### src/hdl/ldik_pkg.sv
// ldik_pkg: widths, register indexes and pipeline beat types for the
// linear delta inverse kinematics block. No dependencies.
`timescale 1ns / 1ps

package ldik_pkg;

   localparam int COORD_BITS   = 20;
   localparam int DIFF_BITS    = COORD_BITS + 1;
   localparam int ROD_BITS     = COORD_BITS - 1;
   localparam int SQ_BITS      = 2 * ROD_BITS;
   localparam int RAD_BITS     = SQ_BITS;
   localparam int ROOT_BITS    = ROD_BITS;
   localparam int REM_BITS     = ROOT_BITS + 2;
   localparam int CAR_BITS     = COORD_BITS + 1;
   localparam int POS_BITS     = COORD_BITS + 2;
   localparam int NUM_TOWERS   = 3;
   localparam int CSR_IDX_BITS = 4;

   // pipeline layout: three front stages, one root cell per root bit, output register
   localparam int FRONT_STAGES = 3;
   localparam int NUM_CELLS    = ROOT_BITS;
   localparam int NUM_STAGES   = FRONT_STAGES + NUM_CELLS + 1;

   typedef enum logic [CSR_IDX_BITS-1:0] {
      CSR_TOWER_A_X     = 4'd0,
      CSR_TOWER_A_Y     = 4'd1,
      CSR_TOWER_B_X     = 4'd2,
      CSR_TOWER_B_Y     = 4'd3,
      CSR_TOWER_C_X     = 4'd4,
      CSR_TOWER_C_Y     = 4'd5,
      CSR_ROD_LENGTH    = 4'd6,
      CSR_HEIGHT_OFFSET = 4'd7
   } csr_index_type;

   // tower geometry as seen by the front stages
   typedef struct packed {
      logic [NUM_TOWERS-1:0][COORD_BITS-1:0] tower_x;
      logic [NUM_TOWERS-1:0][COORD_BITS-1:0] tower_y;
      logic [ROD_BITS-1:0]                   rod;
   } geom_type;

   // one tower's square root in progress
   typedef struct packed {
      logic [RAD_BITS-1:0]  rad;
      logic [REM_BITS-1:0]  rem;
      logic [ROOT_BITS-1:0] root;
   } lane_type;

   // beat handed from cell to cell
   typedef struct packed {
      lane_type [NUM_TOWERS-1:0] lane;
      logic [COORD_BITS-1:0]     tz;
      logic [NUM_TOWERS-1:0]     far;
   } cell_type;

endpackage

### src/hdl/ldik_root_cell.sv
// ldik_root_cell: one bit of the restoring square root for all three towers.
// Depends on ldik_pkg.
`timescale 1ns / 1ps

module ldik_root_cell import ldik_pkg::*; (
   input  logic     clock,
   input  logic     en,
   input  cell_type prev,
   output cell_type next
);

   cell_type next_ff, next_in;

   // bring down two radicand bits, try root*4+1 against the remainder
   always_comb begin
      logic [REM_BITS+1:0] wide, trial, left;
      logic                fit;
      next_in = prev;
      for (int i = 0; i < NUM_TOWERS; i++) begin
         wide  = {prev.lane[i].rem, prev.lane[i].rad[RAD_BITS-1 -: 2]};
         trial = {2'b00, prev.lane[i].root, 2'b01};
         fit   = wide >= trial;
         left  = fit ? wide - trial : wide;
         next_in.lane[i].rem  = left[REM_BITS-1:0];
         next_in.lane[i].root = {prev.lane[i].root[ROOT_BITS-2:0], fit};
         next_in.lane[i].rad  = {prev.lane[i].rad[RAD_BITS-3:0], 2'b00};
      end
   end

   always_ff @(posedge clock) begin
      if (en) begin
         next_ff <= next_in;
      end
   end

   assign next = next_ff;

endmodule

### config.mk
export PLATFORM = sky130hd
export DESIGN_NAME = ldik_root_cell
export DESIGN_NICKNAME = d
export VERILOG_FILES = /design/src/hdl/ldik_pkg.sv /design/src/hdl/ldik_root_cell.sv
export SDC_FILE = /design/constraint.sdc
export NUM_CORES = 1
export LEC_CHECK = 0
export ABC_AREA = 1
export BUFFER_PORTS_ARGS = -buffer_cell sky130_fd_sc_hd__buf_2
export CORE_AREA = 8 8 196 198
export DETAILED_ROUTE_END_ITERATION = 6
export DIE_AREA = 0 0 204 206
export GPL_TIMING_DRIVEN = 0
export PLACE_DENSITY = 0.66
export SLEW_MARGIN = 20
export SYNTH_ARGS = -nofsm -noshare
export SYNTH_HDL_FRONTEND = slang
export SYNTH_SLANG_ARGS = --single-unit
### constraint.sdc
create_clock -name clock -period 1.35 [get_ports clock]
set_input_delay 0 -clock clock [delete_from_list [all_inputs] [get_ports clock]]
set_output_delay 0 -clock clock [all_outputs]
set_load 0.05 [all_outputs]
==> qor.tcl <==
set qor(first_global_vias) 13000
set qor(vias_per_inst) 4.73
set qor(hold-worst-slack_ns) -0.196
set qor(p_comb_frac) 0.306
set qor(number_of_hold_violations_in_the_final_report) 62
set qor(tritoncts) {yes}
set qor(crit_fanout) 10
set qor(critPathArrivalTime_ns) 1.60
set qor(worst_pin_slew_ns) 0.535
set qor(layoutNonFillerInstCount) 2658
set qor(post_synth.cell_area_avg_sq_um) 9.52
set qor(initial_utilization) 0.371
set qor(dieHeight_um) 206
set qor(die_width_um) 204
set qor(switching_portion_of_total_power) 0.342
set qor(largest_register_ff_count) 251
set qor(drt_drc_violations_left) 0
set qor(power.static_leakage_uw) 0.00971
set qor(slew_headroom) 0.644
set qor(synth_ff_type) {sky130_fd_sc_hd__edfxtp_1}
set qor(path_class) {input port to register}
set qor(placedCellCount) 2348
set qor(status) {finished with violations}
set qor(preCtsSetupSlack_ns) -0.581
set qor(powerDensity_mw_per_mm2) 1220
set qor(asyncSetResetFlopFracSynth) 0
set qor(io-pin-count) 516
set qor(drive_gt1_frac) 0.353
set qor(final_nets) 2488
set qor(period_needed_ns) 1.29
set qor(rsz0062_at_grt) {no}
set qor(setup.worst_path.start_class) {input port}
set qor(worstPathRequired_ns) 1.66
set qor(syn_area_sq_mm) 0.0131
set qor(total_routed_wirelength_mm) 50.0
set qor(buffer_ports.inserted) 509
set qor(pwr-share-seq) 0.380
set qor(grt_start_max_net_pins) 109
set qor(grt_remaining_overflow) 0
set qor(drt.antenna.violating_nets) 0
set qor(failing_checks) {hold timing}
set qor(dr_total_vias) 12600
set qor(core-area_sq_mm) 0.0352
set qor(numCtsBuffers) 27
set qor(min_path_type) {input port to register}
set qor(pnr_worst_setup_slack_ns) 0.0620
set qor(die-area_sq_mm) 0.0420
set qor(fin_tns_setup_ns) 0
set qor(drt-pass1-iter-count) 6
set qor(sequential_element_share_of_the_synthesized_area) 0.578
set qor(maxClockFrequency_mhz) 776
set qor(netlist_instances) 1371
set qor(grt_antenna_before_repair) 14
set qor(setup.worst_path.end_class) {register}
set qor(final_cell_area_sq_mm) 0.0209
set qor(placed_area_sq_mm) 0.0174
set qor(share_clk_of_total_power) 0.314
set qor(dp.final_hpwl_mm) 37.6
set qor(vdd_ir_drop_max_uv) 1030
set qor(cts.sinks) 251
set qor(final_min_period_over_clock_period) 0.954
set qor(fillerInstances) 2929
set qor(placementRows) 69
set qor(cellInternalPower_uw) 16800
set qor(maxCapViolCount) 0
set qor(globalRouteTotalUtil) 0.228
set qor(switchingPower_uw) 8730
set qor(synth-seq-cells) 251
set qor(drt_iter0_drc) 792
set qor(cts_buffer_depth) 3
set qor(final_setup_vio_count) 0
set qor(totalPowerFinal_uw) 25500
set qor(wire_length_of_the_first_global_routing_pass_mm) 74.6
set qor(fin_max_slew_vios) 0
set qor(synth-edff-count) 251
set qor(cts.htree.levels) 1
set qor(routedWlPerCell_um) 18.8
set qor(netlist-cell-type-count) 27
set qor(areaGrowthSynthToFinish_pct) 60.2
set qor(yosys_warning_total) 0
set qor(path_clk_slew_ns) 0.06
set qor(clock-root-buffer) {sky130_fd_sc_hd__clkbuf_16}
set qor(finalWeightedCongestion) 0.907
[area by class of cell]
cell class / count / area, sq um / area share
inverters: 243 / 940 / 0.0450
multi-input cells: 861 / 5550 / 0.266
diodes: 10 / 25.0 / 0.00120
clock buffers: 32 / 694 / 0.0332
clock inverters: 18 / 259 / 0.0124
plain buffers: 21 / 210 / 0.0101
flip-flops and latches: 251 / 7540 / 0.361
repair buffers: 761 / 5110 / 0.244
well taps: 461 / 577 / 0.0276
[layer usage]
metal  global-route usage  part of all wire
met1                0.256              0.38
met2                0.410              0.50
met3               0.0618             0.085
met4               0.0802             0.031
met5              0.00238            0.0012
[synth_stat cells (15+ instances only)]
master | number | area, sq um
sky130_fd_sc_hd__nor2_1 | 71 | 267
sky130_fd_sc_hd__o21ai_1 | 25 | 125
sky130_fd_sc_hd__ha_1 | 63 | 788
sky130_fd_sc_hd__nand2_1 | 414 | 1550
sky130_fd_sc_hd__nand3b_1 | 17 | 128
sky130_fd_sc_hd__a21oi_1 | 45 | 225
sky130_fd_sc_hd__nor3_1 | 15 | 75.1
sky130_fd_sc_hd__edfxtp_1 | 251 | 7540
sky130_fd_sc_hd__inv_1 | 243 | 912
sky130_fd_sc_hd__nand3_1 | 114 | 571
sky130_fd_sc_hd__nand2_2 | 16 | 100
sky130_fd_sc_hd__xor2_1 | 19 | 166
[cell usage in the layout, fill, tap and decap left out, types with 26 or more instances in the layout]
master                          netlist  final
sky130_fd_sc_hd__buf_2                3    508
sky130_fd_sc_hd__nand2_1            414    379
sky130_fd_sc_hd__edfxtp_1           251    251
sky130_fd_sc_hd__dlygate4sd3_1        0    248
sky130_fd_sc_hd__inv_1              243    225
sky130_fd_sc_hd__nand3_1            114     83
sky130_fd_sc_hd__nor2_1              71     60
sky130_fd_sc_hd__ha_4                 0     56
sky130_fd_sc_hd__nand2_2             16     39
sky130_fd_sc_hd__a21oi_1             45     37
sky130_fd_sc_hd__nand3_2              3     34
sky130_fd_sc_hd__clkbuf_16            0     27
sky130_fd_sc_hd__o21ai_1             25     26
[final timing paths]
| kind | start | end | slack [ns] | cells after the start |
|---|---|---|---|---|
| worst max-delay path | prev[101] | next[133]$_DFFE_PP_ | 0.06 | 14 |
| worst min-delay path | prev[177] | next[120]$_DFFE_PP_ | -0.20 | 3 |
[power by group through the flow]
stage,clock network [uW],logic [uW],registers [uW]
finish,8000,7810,9700
global route,8470,8310,9760
CTS,8190,7760,9690
detailed placement,0,7150,9840
global placement,0,7080,9880
floorplan,0,2360,12500
[kinds of logic (layout without fill, tap and decap cells)]
kind of cell,Yosys count,after routing,synth area share
compound gates,90,90,0.0371
xor+xnor,27,27,0.0181
fa+ha+maj,63,63,0.0604
buf+inv,264,1075,0.0828
flops,251,251,0.578
other cells,1,16,0.000287
simple gates,675,675,0.224
[critical path, cell delays in order]
cell                      delay (ns)
sky130_fd_sc_hd__buf_2          0.18
sky130_fd_sc_hd__inv_12         0.03
sky130_fd_sc_hd__ha_4           0.24
sky130_fd_sc_hd__nand2_1        0.05
sky130_fd_sc_hd__nand2_1        0.06
sky130_fd_sc_hd__inv_1          0.07
sky130_fd_sc_hd__nand2_2        0.07
sky130_fd_sc_hd__nand2_1        0.09
sky130_fd_sc_hd__nand2_2        0.11
sky130_fd_sc_hd__nand2_1        0.08
sky130_fd_sc_hd__nand4_1        0.17
sky130_fd_sc_hd__buf_4          0.25
sky130_fd_sc_hd__nand3_1        0.12
sky130_fd_sc_hd__nand2_1        0.07
[timing repair]
action,4_1_cts,5_1_grt
buffers inserted,0,2
setup endpoints to repair,0,8
hold buffers,245,3
resized for setup,0,4
endpoints found under the hold margin,307,65
[metrics by stage]
stage           util  hold slack, ns
3_3_place_gp   0.493           0.177
5_1_grt        0.593          -0.207
2_1_floorplan      -          0.0989
4_1_cts        0.591          -0.245
3_5_place_dp   0.494           0.178
6_report       0.593          -0.196
No activity file was read; power rests on OpenSTA's default activity.
