===== src/hdl/ldik_pkg.sv =====
// ldik_pkg: widths, register indexes and pipeline beat types for the
// linear delta inverse kinematics block. No dependencies.
`timescale 1ns / 1ps

package ldik_pkg;

   localparam int COORD_BITS   = 20;
   localparam int DIFF_BITS    = COORD_BITS + 1;
   localparam int ROD_BITS     = COORD_BITS - 1;
   localparam int SQ_BITS      = 2 * ROD_BITS;
   localparam int RAD_BITS     = SQ_BITS;
   localparam int ROOT_BITS    = ROD_BITS;
   localparam int REM_BITS     = ROOT_BITS + 2;
   localparam int CAR_BITS     = COORD_BITS + 1;
   localparam int POS_BITS     = COORD_BITS + 2;
   localparam int NUM_TOWERS   = 3;
   localparam int CSR_IDX_BITS = 4;

   // pipeline layout: three front stages, one root cell per root bit, output register
   localparam int FRONT_STAGES = 3;
   localparam int NUM_CELLS    = ROOT_BITS;
   localparam int NUM_STAGES   = FRONT_STAGES + NUM_CELLS + 1;

   typedef enum logic [CSR_IDX_BITS-1:0] {
      CSR_TOWER_A_X     = 4'd0,
      CSR_TOWER_A_Y     = 4'd1,
      CSR_TOWER_B_X     = 4'd2,
      CSR_TOWER_B_Y     = 4'd3,
      CSR_TOWER_C_X     = 4'd4,
      CSR_TOWER_C_Y     = 4'd5,
      CSR_ROD_LENGTH    = 4'd6,
      CSR_HEIGHT_OFFSET = 4'd7
   } csr_index_type;

   // tower geometry as seen by the front stages
   typedef struct packed {
      logic [NUM_TOWERS-1:0][COORD_BITS-1:0] tower_x;
      logic [NUM_TOWERS-1:0][COORD_BITS-1:0] tower_y;
      logic [ROD_BITS-1:0]                   rod;
   } geom_type;

   // one tower's square root in progress
   typedef struct packed {
      logic [RAD_BITS-1:0]  rad;
      logic [REM_BITS-1:0]  rem;
      logic [ROOT_BITS-1:0] root;
   } lane_type;

   // beat handed from cell to cell
   typedef struct packed {
      lane_type [NUM_TOWERS-1:0] lane;
      logic [COORD_BITS-1:0]     tz;
      logic [NUM_TOWERS-1:0]     far;
   } cell_type;

endpackage


===== src/hdl/ldik_output.sv =====
// ldik_output: carriage positions with saturation, and the output register.
// Depends on ldik_pkg.
`timescale 1ns / 1ps

module ldik_output import ldik_pkg::*; (
   input  logic                                clock,
   input  logic                                en,
   input  cell_type                            tail,
   input  logic [COORD_BITS-1:0]               offset,
   output logic [NUM_TOWERS-1:0][CAR_BITS-1:0] carriage,
   output logic [NUM_TOWERS-1:0]               far
);

   localparam logic signed [POS_BITS-1:0] POS_HI = POS_BITS'((1 << COORD_BITS) - 1);
   localparam logic signed [POS_BITS-1:0] POS_LO = -POS_BITS'(1 << COORD_BITS);

   logic [NUM_TOWERS-1:0][CAR_BITS-1:0] carriage_ff, carriage_in;
   logic [NUM_TOWERS-1:0]               far_ff;

   // offset + z - height, clamped to the carriage range
   always_comb begin
      logic signed [POS_BITS-1:0] pos;
      for (int i = 0; i < NUM_TOWERS; i++) begin
         pos = POS_BITS'($signed(offset)) + POS_BITS'($signed(tail.tz))
               - $signed(POS_BITS'(tail.lane[i].root));
         if (pos > POS_HI) begin
            carriage_in[i] = POS_HI[CAR_BITS-1:0];
         end else if (pos < POS_LO) begin
            carriage_in[i] = POS_LO[CAR_BITS-1:0];
         end else begin
            carriage_in[i] = pos[CAR_BITS-1:0];
         end
      end
   end

   always_ff @(posedge clock) begin
      if (en) begin
         carriage_ff <= carriage_in;
         far_ff      <= tail.far;
      end
   end

   assign carriage = carriage_ff;
   assign far      = far_ff;

endmodule


===== config.mk =====
export PLATFORM = sky130hd
export DESIGN_NAME = ldik_output
export DESIGN_NICKNAME = d
export VERILOG_FILES = /design/src/hdl/ldik_pkg.sv /design/src/hdl/ldik_output.sv
export SDC_FILE = /design/constraint.sdc
export NUM_CORES = 1
export LEC_CHECK = 0
export BUFFER_PORTS_ARGS = -buffer_cell sky130_fd_sc_hd__buf_2
export CORE_MARGIN = 5
export CORE_UTILIZATION = 40
export DETAILED_ROUTE_END_ITERATION = 8
export PLACE_DENSITY_LB_ADDON = 0.05
export SYNTH_ARGS = -nofsm -noshare
export SYNTH_HDL_FRONTEND = slang
export SYNTH_SLANG_ARGS = --single-unit
export TNS_END_PERCENT = 100

===== constraint.sdc =====
create_clock -name clock -period 6.11 [get_ports clock]
set_input_delay 0.3055 -clock clock [delete_from_list [all_inputs] [get_ports clock]]
set_output_delay 0.3055 -clock clock [all_outputs]
set_load 0.01 [all_outputs]

==> flow_metrics.env <==
export IMPL_worstSetupStartpoint="offset[0]"
export IMPL_p_per_area_nw_per_um2=353
export IMPL_syn_to_final_growth_pct=22.2
export IMPL_end_kind="flop"
export IMPL_p_leak_nw=3.67
export IMPL_clkTransAtPathRegs_ps=60
export IMPL_die_x_um=136
export IMPL_grt_max_degree=67
export IMPL_syn_avg_cell_area_um2=9.19
export IMPL_crit_path_max_incr_delay_ps=430
export IMPL_die_y_um=136
export IMPL_run_status="complete, no violations"
export IMPL_grt_usage_pct=18.5
export IMPL_period_share_pct=86.6
export IMPL_ys_warn_count=0
export IMPL_antenna_found_initial=0
export IMPL_path_class="in2reg"
export IMPL_grt_pass1_vias=5690
export IMPL_pre_cts_slack_ps=569
export IMPL_finalMaxSlewViolations=0
export IMPL_grt_pass1_wl_um=27100
export IMPL_slew_headroom_pct=43.5
export IMPL_worst_slack_ps=818
export IMPL_synth_cells=696
export IMPL_wire_per_inst_um=15.6
export IMPL_viasPerCell=5.19
export IMPL_drive_gt1_share_pct=23.9
export IMPL_cts_buffers=9
export IMPL_placed_cell_area_um2=7470
export IMPL_cts_hold_buf=0
export IMPL_cts_max_path_buffers=2
export IMPL_synthAdderAreaFrac_pct=16.7
export IMPL_max_freq_ghz=0.189
export IMPL_drt_iter0_drc=346
export IMPL_io_pins=345
export IMPL_cts_tree="yes"
export IMPL_cpMostUsedCell="a21oi_1"
export IMPL_critPathTopFamily="compound AO/OA/AOI/OAI gates"
export IMPL_period_needed_ps=5290
export IMPL_antennaDiodeCount=0
export IMPL_io_buffers=167
export IMPL_worstHoldStart="tail[0]"
export IMPL_dieArea_um2=18600
export IMPL_yosys_area_share_simple_pct=12.0
export IMPL_core_um2=15800
export IMPL_path_cells="buf_2 > ha_1 > fa_1 > a211oi_1 > nor3_1 > o21a_1 > o21a_1 > o21ai_0 > a21oi_1 > a31o_2 > a21oi_1 > xnor2_1 > ha_1 > a21o_1 > a21oi_1 > a2bb2oi_1 > o31ai_1 > o21a_1 > o22a_1 > nor3_4 > buf_4 > a21oi_1"
export IMPL_yosys_area_share_xor_xnor_pct=8.49
export IMPL_worst_slew_pin_slew_ps=848
export IMPL_final_hold_viol_count=0
export IMPL_drv_cap=0
export IMPL_crit_required_ps=6170
export IMPL_synth_seq_cells=66
export IMPL_drtAntennaViolNets=0
export IMPL_hold_class="in2reg"
export IMPL_synth_top_family_by_area="compound AO/OA/AOI/OAI gates"
export IMPL_finalWeightedCongestion=0.925
export IMPL_cts_root_buf="clkbuf_16"
export IMPL_dp_hpwl_um=14100
export IMPL_final_setup_viol_count=0
export IMPL_cp_start_kind="input pin"
export IMPL_gr_total_overflow=0
export IMPL_ir_drop_mv=0.159
export IMPL_ys_types=74
export IMPL_start_util_pct=40.6
export IMPL_vias=5664
export IMPL_rsz0062_at_grt="no"
export IMPL_async_reset_ff_share_pct=0
export IMPL_timing_setup_tns_ps=0
export IMPL_synth_compound_area_share_pct=26.2
export IMPL_synth_edf_count=66
export IMPL_fillers=1572
export IMPL_postCtsSetupBuffers=0
export IMPL_crit_slowest_cell="fa_1"
export IMPL_postLayoutCellArea_um2=7820
export IMPL_rows=46
export IMPL_synth_cell_area_um2=6390
export IMPL_post_route_drc_count=0
export IMPL_wl_um=17000
export IMPL_crit_fanout=11
export IMPL_critPathBufInv=2
export IMPL_ys_seq_area_share_pct=31.0
export IMPL_nNetsFinal=1232
export IMPL_post_cts_resized=0
export IMPL_cts_sinks=66
export IMPL_htreeDepth=3
export IMPL_ys_flop_type="edfxtp_1"
export IMPL_critical_path_arrival_ps=5350
export IMPL_power_mw=2.76
export IMPL_syn_nets=1058
export IMPL_muxShareOfSynthArea_pct=0.333
export IMPL_first_pass_iters=4
worst paths after layout:
check | end | slack (ps) | depth (start not counted)
worst max-delay path | carriage[44] | 820 | 22
worst min-delay path | far[0] | 140 | 1
synthesized netlist by cell type (all sizes together) (2+ instances only):
| library cell | count | share of area [%] |
|---|---|---|
| a21boi | 3 | 0.35 |
| nand4 | 4 | 0.39 |
| ha | 79 | 15 |
| a21oi | 71 | 5.6 |
| a2111o | 2 | 0.35 |
| inv | 70 | 4.1 |
| a22oi | 2 | 0.23 |
| o22a | 2 | 0.27 |
| o21bai | 9 | 1.1 |
| xnor2 | 36 | 4.9 |
| a31oi | 11 | 1.6 |
| a211o | 3 | 0.41 |
| nor3 | 12 | 1.1 |
| a21o | 29 | 3.4 |
| or3 | 3 | 0.37 |
| a2bb2oi | 2 | 0.55 |
| a221o | 2 | 0.31 |
| and4 | 3 | 0.41 |
| o211ai | 5 | 0.59 |
| o21a | 16 | 1.9 |
| and3 | 4 | 0.39 |
| nor2b | 12 | 1.3 |
| nand3 | 9 | 0.78 |
| nor2 | 42 | 2.5 |
| edfxtp | 66 | 31 |
| fa | 4 | 1.3 |
| o21ai | 61 | 5.0 |
| a211oi | 10 | 1.4 |
| or2 | 3 | 0.29 |
| nand2b | 11 | 1.1 |
| or4 | 2 | 0.29 |
| xor2 | 26 | 3.6 |
| o31a | 3 | 0.41 |
| o31ai | 6 | 0.78 |
| buf | 8 | 1.0 |
| clkbuf | 2 | 0.14 |
| a32oi | 2 | 0.27 |
| nor4 | 3 | 0.29 |
| nand2 | 40 | 2.3 |
per-layer routing:
metal	routed length [µm]	vias to the layer above	track usage [%]
met5	0	-	0
met4	377	0	6.66
met3	950	21	3.03
met2	7890	159	30.5
met1	7830	2568	24.4
li1	-	2916	-
kinds of logic after synthesis:
group                    count (synthesis)
XOR/XNOR                                62
multiplexers                             2
adder cells (fa/ha/maj)                 83
AO/OA/AOI/OAI                          251
AND/OR/NAND/NOR                        152
flip-flops                              66
buffers and inverters                   80
cell type report:
type	instances	area, µm²	share of cell area [%]
well taps	216	270	3.46
flip-flops and latches	66	1980	25.4
repair buffers	173	881	11.3
inverters	70	263	3.36
multi-input cells	550	4080	52.2
clock inverters	6	115	1.47
clock buffers	10	229	2.93
where the power goes:
| part | internal, mW | leakage, nW | switching [mW] |
|---|---|---|---|
| combinational | 0.594 | 2.86 | 0.805 |
| sequential | 0.724 | 0.645 | 0.0394 |
| clock | 0.400 | 0.163 | 0.201 |
flip-flops by register name, indices dropped and copies added, names as in the netlist:
signal,cells
carriage,63
far,3
cells in the final DEF (no fill, tap or decap), drive strengths merged, types with 3 or more instances in the layout:
cell	netlist	layout
xor2	26	26
o21bai	9	9
nand2b	11	11
nor3	12	12
nand3	9	9
o31ai	6	6
fa	4	4
buf	8	173
a31oi	11	11
clkbuf	2	10
ha	79	79
a21o	29	29
inv	70	70
o211ai	5	5
o31a	3	3
a211oi	10	10
bufinv	0	3
or3	3	3
a21oi	71	71
or2	3	3
a211o	3	3
edfxtp	66	66
nand4	4	4
nand2	40	40
o21ai	61	61
nor2b	12	12
and3	4	4
xnor2	36	36
o21a	16	16
nor2	42	42
and4	3	3
nor4	3	3
a21boi	3	3
through the flow:
| stage | instances | hold WS [ps] | utilization (%) |
|---|---|---|---|
| CTS | 1091 | 132 | 49.6 |
| global placement | 1075 | 483 | 47.4 |
| global route | 1091 | 136 | 49.6 |
| finish | 1091 | 142 | 49.6 |
| floorplan | 696 | 404 | - |
| detailed placement | 1075 | 484 | 47.4 |
No activity file was read; power rests on OpenSTA's default activity.
